===== config.mk =====
export PLATFORM = sky130hd
export DESIGN_NAME = random_projection_mac
export DESIGN_NICKNAME = d
export VERILOG_FILES = /design/src/rtl/core/rpm_pkg.sv /design/src/rtl/core/random_projection_mac.sv /design/src/rtl/core/rpm_ctrl.sv /design/src/rtl/core/rpm_datapath.sv
export SDC_FILE = /design/constraint.sdc
export NUM_CORES = 2
export LEC_CHECK = 0
export BUFFER_PORTS_ARGS = -buffer_cell sky130_fd_sc_hd__buf_2
export CORE_MARGIN = 2
export CORE_UTILIZATION = 60
export DETAILED_ROUTE_END_ITERATION = 8
export GPL_ROUTABILITY_DRIVEN = 0
export PLACE_DENSITY = 0.76
export SLEW_MARGIN = 30
export SYNTH_ARGS = -nofsm -noshare
export SYNTH_HDL_FRONTEND = slang
export SYNTH_HIERARCHICAL = 1
export SYNTH_SLANG_ARGS = --single-unit

===== constraint.sdc =====
create_clock -name i_clk -period 8 [get_ports i_clk]
set_clock_uncertainty 0.05 [all_clocks]
set_input_delay 0.4 -clock i_clk [delete_from_list [all_inputs] [get_ports i_clk]]
set_output_delay 0.4 -clock i_clk [all_outputs]
set_load 0.02 [all_outputs]

===== src/rtl/core/rpm_pkg.sv =====
// Shared types, constants and elaboration helpers for the random projection MAC.
`timescale 1ns / 1ps

package rpm_pkg;

    // Default parameter values
    localparam int DST_DIM_DEF     = 16;
    localparam int MAX_SRC_DIM_DEF = 128;

    // Field widths
    localparam int ELEM_W    = 16;
    localparam int VAL_W     = 24;
    localparam int IDX_W     = 4;
    localparam int SRC_LEN_W = 8;
    localparam int ACC_W     = 40;
    localparam int ACC_LO_W  = 20;
    localparam int LCG_W     = 31;

    localparam logic [SRC_LEN_W-1:0] SRC_LEN_RESET = 8'd64;

    // Coefficient generator: r = ((seed + i) * mult + inc) mod 2^31
    localparam logic [LCG_W-1:0] LCG_SEED = 31'd42;
    localparam logic [LCG_W-1:0] LCG_MULT = 31'd1103515245;
    localparam logic [LCG_W-1:0] LCG_INC  = 31'd12345;

    // Controller to datapath commands
    typedef struct packed {
        logic accept;       // latch element, advance element count
        logic mac_issue;    // start one row update
        logic drain_issue;  // start one row readout
    } t_dp_cmd;

    // Datapath status back to the controller
    typedef struct packed {
        logic in_range;     // current position falls inside the source length
        logic mac_busy;     // row updates still in flight
        logic adv;          // readout pipe may move this cycle
        logic drain_busy;   // readout pipe or output register holds a word
    } t_dp_stat;

    // Integer square root, used only for elaboration-time constants.
    function automatic logic [32:0] isqrt64(input logic [63:0] x);
        logic [63:0] lo;
        logic [63:0] hi;
        logic [63:0] mid;
        lo = 64'd0;
        hi = 64'd1 << 32;
        while ((hi - lo) > 64'd1) begin
            mid = lo + ((hi - lo) >> 1);
            if ((mid * mid) <= x) begin
                lo = mid;
            end else begin
                hi = mid;
            end
        end
        return lo[32:0];
    endfunction

endpackage


===== src/rtl/core/random_projection_mac.sv =====
// Top level of the streaming random projection multiply-accumulate block.
`timescale 1ns / 1ps
//
// Usage:
//   s_axis carries one source vector element per word (Q2.13 in tdata), tlast
//   on its final element. Each element updates DST_DIM row accumulators through
//   one shared multiplier, one row per cycle, and occupies the block through
//   accept, row sweep and the two-stage MAC pipe drain. Elements past the
//   effective source length are only counted. After the word marked tlast,
//   DST_DIM projected features leave on m_axis in row order: tdata = {index,
//   value}, tlast on the final row, tuser set when the element count differed
//   from source_length. Features leave one per cycle while m_axis_tready is
//   high; the four-stage scaling pipe simply holds when the receiver stalls,
//   and no feature is lost. s_axis_tready stays low until the last feature has
//   been taken.
//   i_cfg_we/i_cfg_wdata write source_length; write it only while idle.
//   Reset (i_rst_n low, synchronous) clears all accumulators, the element count
//   and sets source_length to 64.

module random_projection_mac #(
    parameter int DST_DIM     = rpm_pkg::DST_DIM_DEF,
    parameter int MAX_SRC_DIM = rpm_pkg::MAX_SRC_DIM_DEF
) (
    input  logic        i_clk,
    input  logic        i_rst_n,
    // configuration: source_length
    input  logic        i_cfg_we,
    input  logic [rpm_pkg::SRC_LEN_W-1:0] i_cfg_wdata,
    // input stream
    input  logic        s_axis_tvalid,
    output logic        s_axis_tready,
    input  logic [15:0] s_axis_tdata,   // [15:0] element
    input  logic        s_axis_tlast,   // last_element
    // output stream
    output logic        m_axis_tvalid,
    input  logic        m_axis_tready,
    output logic [31:0] m_axis_tdata,   // [23:0] feature_value, [27:24] feature_index, rest 0
    output logic        m_axis_tlast,   // last_feature
    output logic        m_axis_tuser    // [0] length_mismatch
);
    import rpm_pkg::*;

    localparam int ROW_W = (DST_DIM > 1) ? $clog2(DST_DIM) : 1;

    t_dp_cmd               w_cmd;
    t_dp_stat              w_stat;
    logic [ROW_W-1:0]      w_row;
    logic signed [VAL_W-1:0] w_value;
    logic [IDX_W-1:0]      w_index;

    // sequencer: accept handshake, row sweep, readout ordering
    rpm_ctrl #(
        .DST_DIM (DST_DIM)
    ) u_ctrl (
        .i_clk      (i_clk),
        .i_rst_n    (i_rst_n),
        .i_s_tvalid (s_axis_tvalid),
        .i_s_tlast  (s_axis_tlast),
        .o_s_tready (s_axis_tready),
        .i_stat     (w_stat),
        .o_cmd      (w_cmd),
        .o_row      (w_row)
    );

    // arithmetic, accumulator memory and output register
    rpm_datapath #(
        .DST_DIM     (DST_DIM),
        .MAX_SRC_DIM (MAX_SRC_DIM)
    ) u_datapath (
        .i_clk       (i_clk),
        .i_rst_n     (i_rst_n),
        .i_cfg_we    (i_cfg_we),
        .i_cfg_wdata (i_cfg_wdata),
        .i_elem      (s_axis_tdata),
        .i_last      (s_axis_tlast),
        .i_cmd       (w_cmd),
        .i_row       (w_row),
        .o_stat      (w_stat),
        .o_valid     (m_axis_tvalid),
        .i_ready     (m_axis_tready),
        .o_value     (w_value),
        .o_index     (w_index),
        .o_last_feat (m_axis_tlast),
        .o_mismatch  (m_axis_tuser)
    );

    // pack: value in the low bits, row index above it, zero fill to 32
    assign m_axis_tdata = {4'd0, w_index, w_value};

endmodule


===== src/rtl/core/rpm_ctrl.sv =====
// Sequencer for the random projection MAC: element accept, row sweep, readout.
`timescale 1ns / 1ps

module rpm_ctrl #(
    parameter int DST_DIM = 16
) (
    input  logic              i_clk,
    input  logic              i_rst_n,
    input  logic              i_s_tvalid,
    input  logic              i_s_tlast,
    output logic              o_s_tready,
    input  rpm_pkg::t_dp_stat i_stat,
    output rpm_pkg::t_dp_cmd  o_cmd,
    output logic [((DST_DIM > 1) ? $clog2(DST_DIM) : 1)-1:0] o_row
);
    import rpm_pkg::*;

    localparam int ROW_W = (DST_DIM > 1) ? $clog2(DST_DIM) : 1;
    localparam logic [ROW_W-1:0] LAST_ROW = ROW_W'(DST_DIM - 1);

    localparam logic [2:0] ST_IDLE  = 3'd0;
    localparam logic [2:0] ST_MAC   = 3'd1;
    localparam logic [2:0] ST_WAIT  = 3'd2;
    localparam logic [2:0] ST_DRAIN = 3'd3;
    localparam logic [2:0] ST_FLUSH = 3'd4;

    logic [2:0]       r_state, n_state;
    logic [ROW_W-1:0] r_row, n_row;
    logic             r_last, n_last;
    logic             w_accept;
    t_dp_cmd          w_cmd;

    assign o_s_tready = (r_state == ST_IDLE);
    assign w_accept   = i_s_tvalid && o_s_tready;

    always_comb begin
        n_state = r_state;
        n_row   = r_row;
        n_last  = r_last;
        w_cmd   = '0;
        unique case (r_state)
            ST_IDLE: begin
                if (w_accept) begin
                    w_cmd.accept = 1'b1;
                    n_last       = i_s_tlast;
                    n_row        = '0;
                    if (i_stat.in_range) begin
                        n_state = ST_MAC;
                    end else if (i_s_tlast) begin
                        n_state = ST_DRAIN;
                    end
                end
            end
            ST_MAC: begin
                w_cmd.mac_issue = 1'b1;
                if (r_row == LAST_ROW) begin
                    n_state = ST_WAIT;
                end else begin
                    n_row = r_row + 1'b1;
                end
            end
            ST_WAIT: begin
                if (!i_stat.mac_busy) begin
                    n_row   = '0;
                    n_state = r_last ? ST_DRAIN : ST_IDLE;
                end
            end
            ST_DRAIN: begin
                if (i_stat.adv) begin
                    w_cmd.drain_issue = 1'b1;
                    if (r_row == LAST_ROW) begin
                        n_state = ST_FLUSH;
                    end else begin
                        n_row = r_row + 1'b1;
                    end
                end
            end
            ST_FLUSH: begin
                if (!i_stat.drain_busy) begin
                    n_state = ST_IDLE;
                end
            end
            default: begin
                n_state = ST_IDLE;
            end
        endcase
    end

    always_ff @(posedge i_clk) begin
        if (!i_rst_n) begin
            r_state <= ST_IDLE;
            r_row   <= '0;
            r_last  <= 1'b0;
        end else begin
            r_state <= n_state;
            r_row   <= n_row;
            r_last  <= n_last;
        end
    end

    assign o_cmd = w_cmd;
    assign o_row = r_row;

`ifndef NO_ASSERTIONS
    // a new element never enters while either pipe still holds work
    a_accept_idle: assert property (@(posedge i_clk) disable iff (!i_rst_n)
        w_accept |-> (!i_stat.mac_busy && !i_stat.drain_busy))
        else $error("element accepted while pipes busy");

    // readout rows are only issued when the readout pipe can move
    a_drain_adv: assert property (@(posedge i_clk) disable iff (!i_rst_n)
        w_cmd.drain_issue |-> i_stat.adv)
        else $error("readout issued into a stalled pipe");
`endif

endmodule


===== src/rtl/core/rpm_datapath.sv =====
// Datapath: coefficient generator, shared MAC, accumulator memory, scaling pipe.
`timescale 1ns / 1ps

module rpm_datapath #(
    parameter int DST_DIM     = 16,
    parameter int MAX_SRC_DIM = 128
) (
    input  logic                                   i_clk,
    input  logic                                   i_rst_n,
    input  logic                                   i_cfg_we,
    input  logic [rpm_pkg::SRC_LEN_W-1:0]          i_cfg_wdata,
    input  logic signed [rpm_pkg::ELEM_W-1:0]      i_elem,
    input  logic                                   i_last,
    input  rpm_pkg::t_dp_cmd                       i_cmd,
    input  logic [((DST_DIM > 1) ? $clog2(DST_DIM) : 1)-1:0] i_row,
    output rpm_pkg::t_dp_stat                      o_stat,
    output logic                                   o_valid,
    input  logic                                   i_ready,
    output logic signed [rpm_pkg::VAL_W-1:0]       o_value,
    output logic [rpm_pkg::IDX_W-1:0]              o_index,
    output logic                                   o_last_feat,
    output logic                                   o_mismatch
);
    import rpm_pkg::*;

    localparam int ROW_W  = (DST_DIM > 1) ? $clog2(DST_DIM) : 1;
    localparam int FLAT_W = $clog2(DST_DIM) + SRC_LEN_W;
    localparam int LEN_CAP = (MAX_SRC_DIM > 255) ? 255 : MAX_SRC_DIM;
    localparam logic [SRC_LEN_W-1:0] LEN_CAP_V = SRC_LEN_W'(LEN_CAP);
    localparam logic [ROW_W-1:0]     LAST_ROW  = ROW_W'(DST_DIM - 1);

    // 1/sqrt(DST_DIM) as unsigned Q1.16, rounded
    localparam logic [63:0] SQ_ARG  = (64'd1 << 34) / DST_DIM;
    localparam logic [32:0] SQ_ROOT = isqrt64(SQ_ARG);
    localparam logic signed [17:0] SCALE = 18'((SQ_ROOT + 33'd1) >> 1);

    localparam int SUM_W = ACC_W + 18;
    localparam int SHR_W = SUM_W - 31;
    localparam logic signed [SUM_W-1:0] RND     = SUM_W'(64'd1 << 30);
    localparam logic signed [SHR_W-1:0] SAT_MAX = SHR_W'(24'sh7FFFFF);
    localparam logic signed [SHR_W-1:0] SAT_MIN = SHR_W'(24'sh800000);

    // configuration and element state
    logic [SRC_LEN_W-1:0] r_src_len;
    logic [SRC_LEN_W-1:0] r_count;
    logic [SRC_LEN_W-1:0] r_len;
    logic                 r_mismatch;
    logic signed [ELEM_W-1:0] r_elem;
    logic [FLAT_W-1:0]    r_flat;

    logic [SRC_LEN_W-1:0] w_len;
    logic [SRC_LEN_W-1:0] w_count_inc;

    assign w_len       = (r_src_len > LEN_CAP_V) ? LEN_CAP_V : r_src_len;
    assign w_count_inc = (r_count == '1) ? r_count : r_count + 1'b1;

    always_ff @(posedge i_clk) begin
        if (!i_rst_n) begin
            r_src_len  <= SRC_LEN_RESET;
            r_count    <= '0;
            r_mismatch <= 1'b0;
        end else begin
            if (i_cfg_we) begin
                r_src_len <= i_cfg_wdata;
            end
            if (i_cmd.accept) begin
                if (i_last) begin
                    r_mismatch <= (w_count_inc != r_src_len);
                    r_count    <= '0;
                end else begin
                    r_count <= w_count_inc;
                end
            end
        end
    end

    always_ff @(posedge i_clk) begin
        if (i_cmd.accept) begin
            r_elem <= i_elem;
            r_len  <= w_len;
            r_flat <= FLAT_W'(r_count);
        end else if (i_cmd.mac_issue) begin
            r_flat <= r_flat + FLAT_W'(r_len);
        end
    end

    // coefficient for the row being issued
    logic [LCG_W-1:0] w_seed_sum;
    logic [LCG_W-1:0] w_lcg;
    assign w_seed_sum = LCG_W'(r_flat) + LCG_SEED;
    assign w_lcg      = w_seed_sum * LCG_MULT + LCG_INC;

    // accumulator memory, one read port, one write port
    logic [ACC_W-1:0]   mem [DST_DIM];
    logic [DST_DIM-1:0] r_row_valid;
    logic [ACC_W-1:0]   r_rd_data;
    logic               r_rd_zero;
    logic               w_rd_en;
    logic [ACC_W-1:0]   w_rd_acc;

    assign w_rd_en  = i_cmd.mac_issue || i_cmd.drain_issue;
    assign w_rd_acc = r_rd_zero ? '0 : r_rd_data;

    // MAC pipe
    logic                     r_m1_v, r_m2_v;
    logic [ROW_W-1:0]         r_m1_row, r_m2_row;
    logic signed [ELEM_W-1:0] r_coef;
    logic signed [31:0]       r_prod;
    logic [ACC_W-1:0]         r_m2_acc;
    logic [ACC_W-1:0]         w_acc_sum;

    assign w_acc_sum = r_m2_acc + ACC_W'(r_prod);

    always_ff @(posedge i_clk) begin
        if (w_rd_en) begin
            r_rd_data <= mem[i_row];
            r_rd_zero <= !r_row_valid[i_row];
        end
        if (r_m2_v) begin
            mem[r_m2_row] <= w_acc_sum;
        end
    end

    always_ff @(posedge i_clk) begin
        if (!i_rst_n) begin
            r_row_valid <= '0;
            r_m1_v      <= 1'b0;
            r_m2_v      <= 1'b0;
        end else begin
            r_m1_v <= i_cmd.mac_issue;
            r_m2_v <= r_m1_v;
            if (r_m2_v) begin
                r_row_valid[r_m2_row] <= 1'b1;
            end else if (i_cmd.drain_issue) begin
                r_row_valid[i_row] <= 1'b0;
            end
        end
    end

    always_ff @(posedge i_clk) begin
        r_m1_row <= i_row;
        r_coef   <= {~w_lcg[LCG_W-1], w_lcg[LCG_W-2:15]};
        r_m2_row <= r_m1_row;
        r_prod   <= r_elem * r_coef;
        r_m2_acc <= w_rd_acc;
    end

    // scaling pipe, stalls as a whole on the output register
    logic                     w_adv;
    logic                     r_d1_v, r_d2_v, r_d3_v, r_out_v;
    logic [ROW_W-1:0]         r_d1_row, r_d2_row, r_d3_row, r_out_row;
    logic signed [ACC_W-ACC_LO_W-1:0] w_hi;
    logic signed [ACC_LO_W:0] w_lo;
    logic signed [ACC_W-ACC_LO_W+17:0] r_p_hi;
    logic signed [ACC_LO_W+18:0]       r_p_lo;
    logic signed [SUM_W-1:0]  r_sum;
    logic signed [SHR_W-1:0]  w_shr;
    logic signed [VAL_W-1:0]  w_sat;
    logic signed [VAL_W-1:0]  r_out_val;

    assign w_adv = !r_out_v || i_ready;
    assign w_hi  = w_rd_acc[ACC_W-1:ACC_LO_W];
    assign w_lo  = {1'b0, w_rd_acc[ACC_LO_W-1:0]};
    assign w_shr = r_sum[SUM_W-1:31];

    always_comb begin
        priority if (w_shr > SAT_MAX) begin
            w_sat = VAL_W'(SAT_MAX);
        end else if (w_shr < SAT_MIN) begin
            w_sat = VAL_W'(SAT_MIN);
        end else begin
            w_sat = VAL_W'(w_shr);
        end
    end

    always_ff @(posedge i_clk) begin
        if (!i_rst_n) begin
            r_d1_v  <= 1'b0;
            r_d2_v  <= 1'b0;
            r_d3_v  <= 1'b0;
            r_out_v <= 1'b0;
        end else if (w_adv) begin
            r_d1_v  <= i_cmd.drain_issue;
            r_d2_v  <= r_d1_v;
            r_d3_v  <= r_d2_v;
            r_out_v <= r_d3_v;
        end
    end

    always_ff @(posedge i_clk) begin
        if (w_adv) begin
            r_d1_row  <= i_row;
            r_d2_row  <= r_d1_row;
            r_p_hi    <= w_hi * SCALE;
            r_p_lo    <= w_lo * SCALE;
            r_d3_row  <= r_d2_row;
            r_sum     <= (SUM_W'(r_p_hi) <<< ACC_LO_W) + SUM_W'(r_p_lo) + RND;
            r_out_row <= r_d3_row;
            r_out_val <= w_sat;
        end
    end

    assign o_valid     = r_out_v;
    assign o_value     = r_out_val;
    assign o_index     = IDX_W'(r_out_row);
    assign o_last_feat = (r_out_row == LAST_ROW);
    assign o_mismatch  = r_mismatch;

    assign o_stat.in_range   = (r_count < w_len);
    assign o_stat.mac_busy   = r_m1_v || r_m2_v;
    assign o_stat.adv        = w_adv;
    assign o_stat.drain_busy = r_d1_v || r_d2_v || r_d3_v || r_out_v;

`ifndef NO_ASSERTIONS
    // row updates and readout never share the read data register
    a_no_mix: assert property (@(posedge i_clk) disable iff (!i_rst_n)
        (r_m1_v || r_m2_v) |-> !(r_d1_v || r_d2_v || r_d3_v))
        else $error("row update overlaps readout");

    // a row read out starts the next vector from zero
    a_row_cleared: assert property (@(posedge i_clk) disable iff (!i_rst_n)
        i_cmd.drain_issue |=> !r_row_valid[$past(i_row)])
        else $error("accumulator not cleared after readout");
`endif

endmodule


# Yosys cells after proc, flatten, opt, wreduce, memory -nomap -nowiden
# Memories as Yosys holds them, arrays and structs flattened. A register that Yosys moved wholly into a read port is not among the register bits.
# Index checks and enable logic that the tools add are counted.
# totals
regBits	318
ram_bits	640
inputBits	30
output_inout_bits	36
mem_count	1
# classes
add_sub_neg	8
mul	2
order_cmp	8
n_eq_ne	15
n_mux	37
bitwise_logic	4
n_reduce_logical	19
# mem_list
memory	depth	word_bits	read_ports	rd_clocked_by_memory_dff	wr	line	source
u_datapath.mem	16	40	1	1	1	rpm_datapath.sv:94	logic [ACC_W-1:0] mem [DST_DIM];
# ops
op	n
adder 58 x 32 -> 58 bit, second input constant	1
adder 54 x 35 -> 55 bit	1
adder 40 bit	1
two-way mux 40 bit	1
two-way mux 8 bit	5
multiplier 16 x 16 -> 32 bit	1
two-way mux 16 bit	2
adder 31 x 14 -> 31 bit, second input constant	1
multiplier 31 x 31 -> 31 bit, second input constant	1
> comparator 27 x 24 -> 1 bit, second input constant	1
< comparator 27 x 24 -> 1 bit, second input constant	1
two-way mux 24 bit	1
two-way mux 3 bit	8
AND 16 bit	1
two-way mux 4 bit	4
inverter 16 bit	1
OR 16 bit	1
one-hot mux 4 bit (4 select lines)	1
one-hot mux 3 bit (5 select lines)	1
adder 12 x 6 -> 13 bit, second input constant	1
adder 12 x 8 -> 12 bit	1
< comparator 4 x 5 -> 1 bit, second input constant	2
two-way mux 1 bit	10
adder 8 x 1 -> 8 bit, second input constant	1
other kinds (26)	44

# Logic depth before layout (Yosys ltp)
# logic_depth
ltp_word	8
mapped_depth	29
depth_no_buf	28

# Hierarchy
# Netlist, hierarchy kept.
# by_module_without_submodules
module	n_inst	cells_each	area_per_inst_um2
rpm_datapath	1	3488	50996.4
rpm_ctrl	1	59	503.0
random_projection_mac	1	5	33.8

# Worst setup path before layout
# OpenSTA, ideal clock, no wires.
# synth_path
path_type	reg2reg
start	reg u_datapath.r_flat[1]
end	reg u_datapath.r_coef[15]
setup_ps	72
arrival_ps	6334
required_ps	7878
path_slack_ps	1544
stages_incl_launch_ff	27
n_path_buf	1
period_less_slack_ps	6456
path_cell_list	edfxtp_1 -> clkbuf_1 -> a21oi_1 -> inv_1 -> a21oi_1 -> nor2_1 -> inv_1 -> nor2_1 -> xor2_1 -> inv_1 -> fa_1 -> fa_1 -> fa_1 -> fa_1 -> fa_1 -> inv_1 -> ha_1 -> ha_1 -> a21o_1 -> a21o_1 -> a21oi_1 -> nor2_1 -> a21oi_1 -> a31oi_1 -> a21o_1 -> a21oi_1 -> xnor2_1
# synth_via
elab_chain_len	4
# synth_rtl
item	line	source
start, declared	rpm_datapath.sv:49	logic [FLAT_W-1:0] r_flat;
start signal, assigned	rpm_datapath.sv:81	r_flat <= FLAT_W'(r_count);
start signal, assigned	rpm_datapath.sv:83	r_flat <= r_flat + FLAT_W'(r_len);
adder 12 x 6 -> 13 bit	rpm_datapath.sv:90	assign w_seed_sum = LCG_W'(r_flat) + LCG_SEED;
multiplier 31 x 31 -> 31 bit	rpm_datapath.sv:91	assign w_lcg = w_seed_sum * LCG_MULT + LCG_INC;
adder 31 x 14 -> 31 bit	rpm_datapath.sv:91	
inverter 1 bit	rpm_datapath.sv:142	r_coef <= {~w_lcg[LCG_W-1], w_lcg[LCG_W-2:15]};
end signal, assigned	rpm_datapath.sv:142	
end, declared	rpm_datapath.sv:107	logic signed [ELEM_W-1:0] r_coef;
# Every way passes these cells.
# A chain may end at the register's enable or synchronous reset.

# Final worst setup path
# layout_path
start	reg u_datapath.r_coef[4]
end	reg u_datapath.r_prod[31]
# layout_via
elab_chain_len	1
# layout_rtl
item	line	source
multiplier 16 x 16 -> 32 bit	rpm_datapath.sv:144	r_prod <= r_elem * r_coef;
end signal, assigned	rpm_datapath.sv:144	
end, declared	rpm_datapath.sv:108	logic signed [31:0] r_prod;
# Every way passes these cells.

==> impl_metrics.env <==
export IMPL_status="finished, final reports clean"
export IMPL_min_path_type="in2reg"
export IMPL_grt_usage=0.2707
export IMPL_root_buffer="clkbuf_16"
export IMPL_ys_types=82
export IMPL_grt_busiest_layer="met2"
export IMPL_start_kind="register"
export IMPL_synth_ff_type="edfxtp_1"
export IMPL_layout_cells_most_common="edfxtp_1"
export IMPL_htree_levels=3
export IMPL_grt_pass1_wl_mm=181.7
export IMPL_grt_util_met2=0.4332
export IMPL_seq_area_frac_synth=0.5244
export IMPL_fin_util=0.6688
export IMPL_rows=107
export IMPL_nets=4312
export IMPL_clk_path_buf_depth=3
export IMPL_drt_wl_total_mm=114.9
export IMPL_overflow=0
export IMPL_endpoint_kind="register"
export IMPL_use_met1=0.3866
export IMPL_ant_nets=0
export IMPL_cts_tree="done"
export IMPL_syn_to_final_growth_pct=10.50
export IMPL_rsz0062_at_grt="false"
export IMPL_async_flop_share=0
export IMPL_ys_seq_elements=949
export IMPL_drt_pass1_iterations=6
export IMPL_fin_crit_sh=0.8574
export IMPL_most_common_layout_cells="edfxtp_1, inv_1, fa_1"
export IMPL_wl_per_cell_um=23.54
export IMPL_hold_violations=0
export IMPL_slew_headroom=0.3631
export IMPL_cp_max_fo=16
export IMPL_num_antenna_cells=0
export IMPL_max_freq_mhz=145.8
export IMPL_port_buffers=61
export IMPL_synth_area_per_cell_um2=14.51
export IMPL_drc=0
export IMPL_die_height_um=297.1
export IMPL_drt_iter0_drc=3233
export IMPL_cts_setup_buffers=0
export IMPL_syn_inst=3552
export IMPL_setup_viol=0
export IMPL_drv_slew=0
export IMPL_start_util=0.6052
export IMPL_rr_worst_depth=21
export IMPL_grt_max_degree=149
export IMPL_synthesis_area_um2=51530
export IMPL_cts_buffers=93
export IMPL_cp_data_required_time_ns=8.52
export IMPL_met3_usage=0.04601
export IMPL_antenna_found_initial=0
export IMPL_critPathArrivalTime_ns=7.38
export IMPL_clock_sinks=949
export IMPL_drive_gt1_frac=0.1490
export IMPL_ys_warnings_count=6
export IMPL_fill_cells=5774
export IMPL_cts_resized=0
export IMPL_crit_type="reg2reg"
export IMPL_max_cap_violations=0
export IMPL_tns_ns=0
export IMPL_die_area_um2=88250
export IMPL_period_needed_ns=6.859
export IMPL_synth_edff_count=802
export IMPL_hold_depth=3
export IMPL_fp_coreArea_um2=85150
export IMPL_die_x_um=297.1
export IMPL_ctsHoldBuffers=24
export IMPL_num_vias=28920
export IMPL_post_drt_via_cell_ratio=5.924
export IMPL_clk_pin_slew_ns=0.06
export IMPL_ios=66
export IMPL_clkLatencyLatePin_ns=0.68
export IMPL_worst_pin_slew_ns=0.9553
export IMPL_grt_pass1_vias=30550
export IMPL_place_hpwl_mm=69.46
## kinds of logic (layout without fill, tap and decap cells)
kind of cell,count (synthesis),count (layout),share of synthesized area
and+or+nand+nor,689,689,0.06573
adders and majority gates,624,624,0.2041
muxes,222,222,0.09297
buffers and inverters,589,772,0.04341
xor gates and xnor gates,148,148,0.02515
DFF,949,949,0.5244
AOI/OAI and AO/OA,330,330,0.04414
other,1,4,0.00007277
## synthesized netlist by cell type, types with 10 or more instances
library cell / n / area [µm²]
a211oi_1: 11 / 82.58
a21oi_1: 76 / 380.4
buf_1: 20 / 75.07
clkbuf_1: 88 / 330.3
or2_2: 16 / 100.1
and3_1: 18 / 112.6
nor2_1: 111 / 416.7
nand3_1: 31 / 155.2
o31ai_1: 12 / 90.09
inv_1: 471 / 1768
ha_1: 263 / 3291
nor2b_1: 65 / 406.6
nand2b_1: 28 / 175.2
edfxtp_1: 802 / 24080
nand2_1: 243 / 912.1
mux2i_1: 14 / 140.1
fa_1: 361 / 7227
dfxtp_1: 147 / 2943
o21a_1: 12 / 90.09
and2_1: 106 / 663.1
xor2_1: 48 / 420.4
a21o_1: 52 / 390.4
mux4_2: 205 / 4617
o21bai_1: 10 / 75.07
xnor2_1: 100 / 875.8
o21ai_0: 69 / 345.3
o221a_2: 12 / 135.1
nor3_1: 31 / 155.2
nand4_1: 16 / 100.1
## critical path, cell delays in order, from the launching register on
cell	delay (ns)
dfxtp_1	0.70
nand2_1	0.20
inv_1	0.15
fa_1	0.49
fa_1	0.94
inv_1	0.14
fa_1	0.51
fa_1	0.49
inv_1	0.06
fa_1	0.54
inv_1	0.06
fa_1	0.53
inv_1	0.04
ha_1	0.36
nand2_1	0.10
o21ai_0	0.10
o41ai_1	0.35
o221ai_1	0.26
nor3_1	0.28
o21bai_1	0.12
a21oi_1	0.17
xnor2_1	0.13
## layout make-up
cell class | count | area [µm²] | share of cell area
Clock buffer | 131 | 2561 | 0.04498
Clock inverter | 44 | 578.1 | 0.01015
Inverter | 472 | 1772 | 0.03111
Multi-Input combinational cell | 2017 | 22660 | 0.3979
Sequential cell | 949 | 27040 | 0.4748
Tap cell | 1144 | 1431 | 0.02514
Timing Repair Buffer | 125 | 907.1 | 0.01593
## layer usage
layer	vias up	part of all wire
li1	12730	-
met1	14680	0.41
met2	1297	0.48
met3	212	0.081
met4	0	0.030
met5	-	0
## worst paths after layout
kind	start	end	slack, ns
worst max-delay path	u_datapath/r_coef[4]	u_datapath/r_prod[31]	1.14
worst min-delay path	i_cfg_we	u_datapath/r_src_len[6]	0.13
worst max register to register	u_datapath/r_coef[4]	u_datapath/r_prod[31]	1.14
worst min register to register	u_datapath/r_m1_row[1]	u_datapath/r_m2_row[1]	0.28
## registers in the layout, indices dropped and copies added, names as in the netlist, 20 cells and up
register and count:
u_datapath/o_value 24, u_datapath/r_sum 25, u_datapath/r_m2_acc 40, u_datapath/r_p_hi 20, u_datapath/r_rd_data 40, u_datapath/mem 640
u_datapath/r_prod 32
## metrics by stage
stage | cell area, µm² | worst slack [ns] | hold slack (ns) | instances
2_1_floorplan | 51540 | 1.544 | 0.2596 | 3555
3_3_place_gp | 53260 | 1.310 | 0.2603 | 4681
3_5_place_dp | 53410 | 1.214 | 0.2635 | 4682
4_1_cts | 56790 | 1.140 | 0.09310 | 4881
5_1_grt | 56940 | 0.5694 | 0.1240 | 4882
6_report | 56940 | 1.141 | 0.1346 | 4882
Power is left out: the tool's default activity adds up to more than one toggle a clock period on the data nets, which glitch-free logic cannot reach.
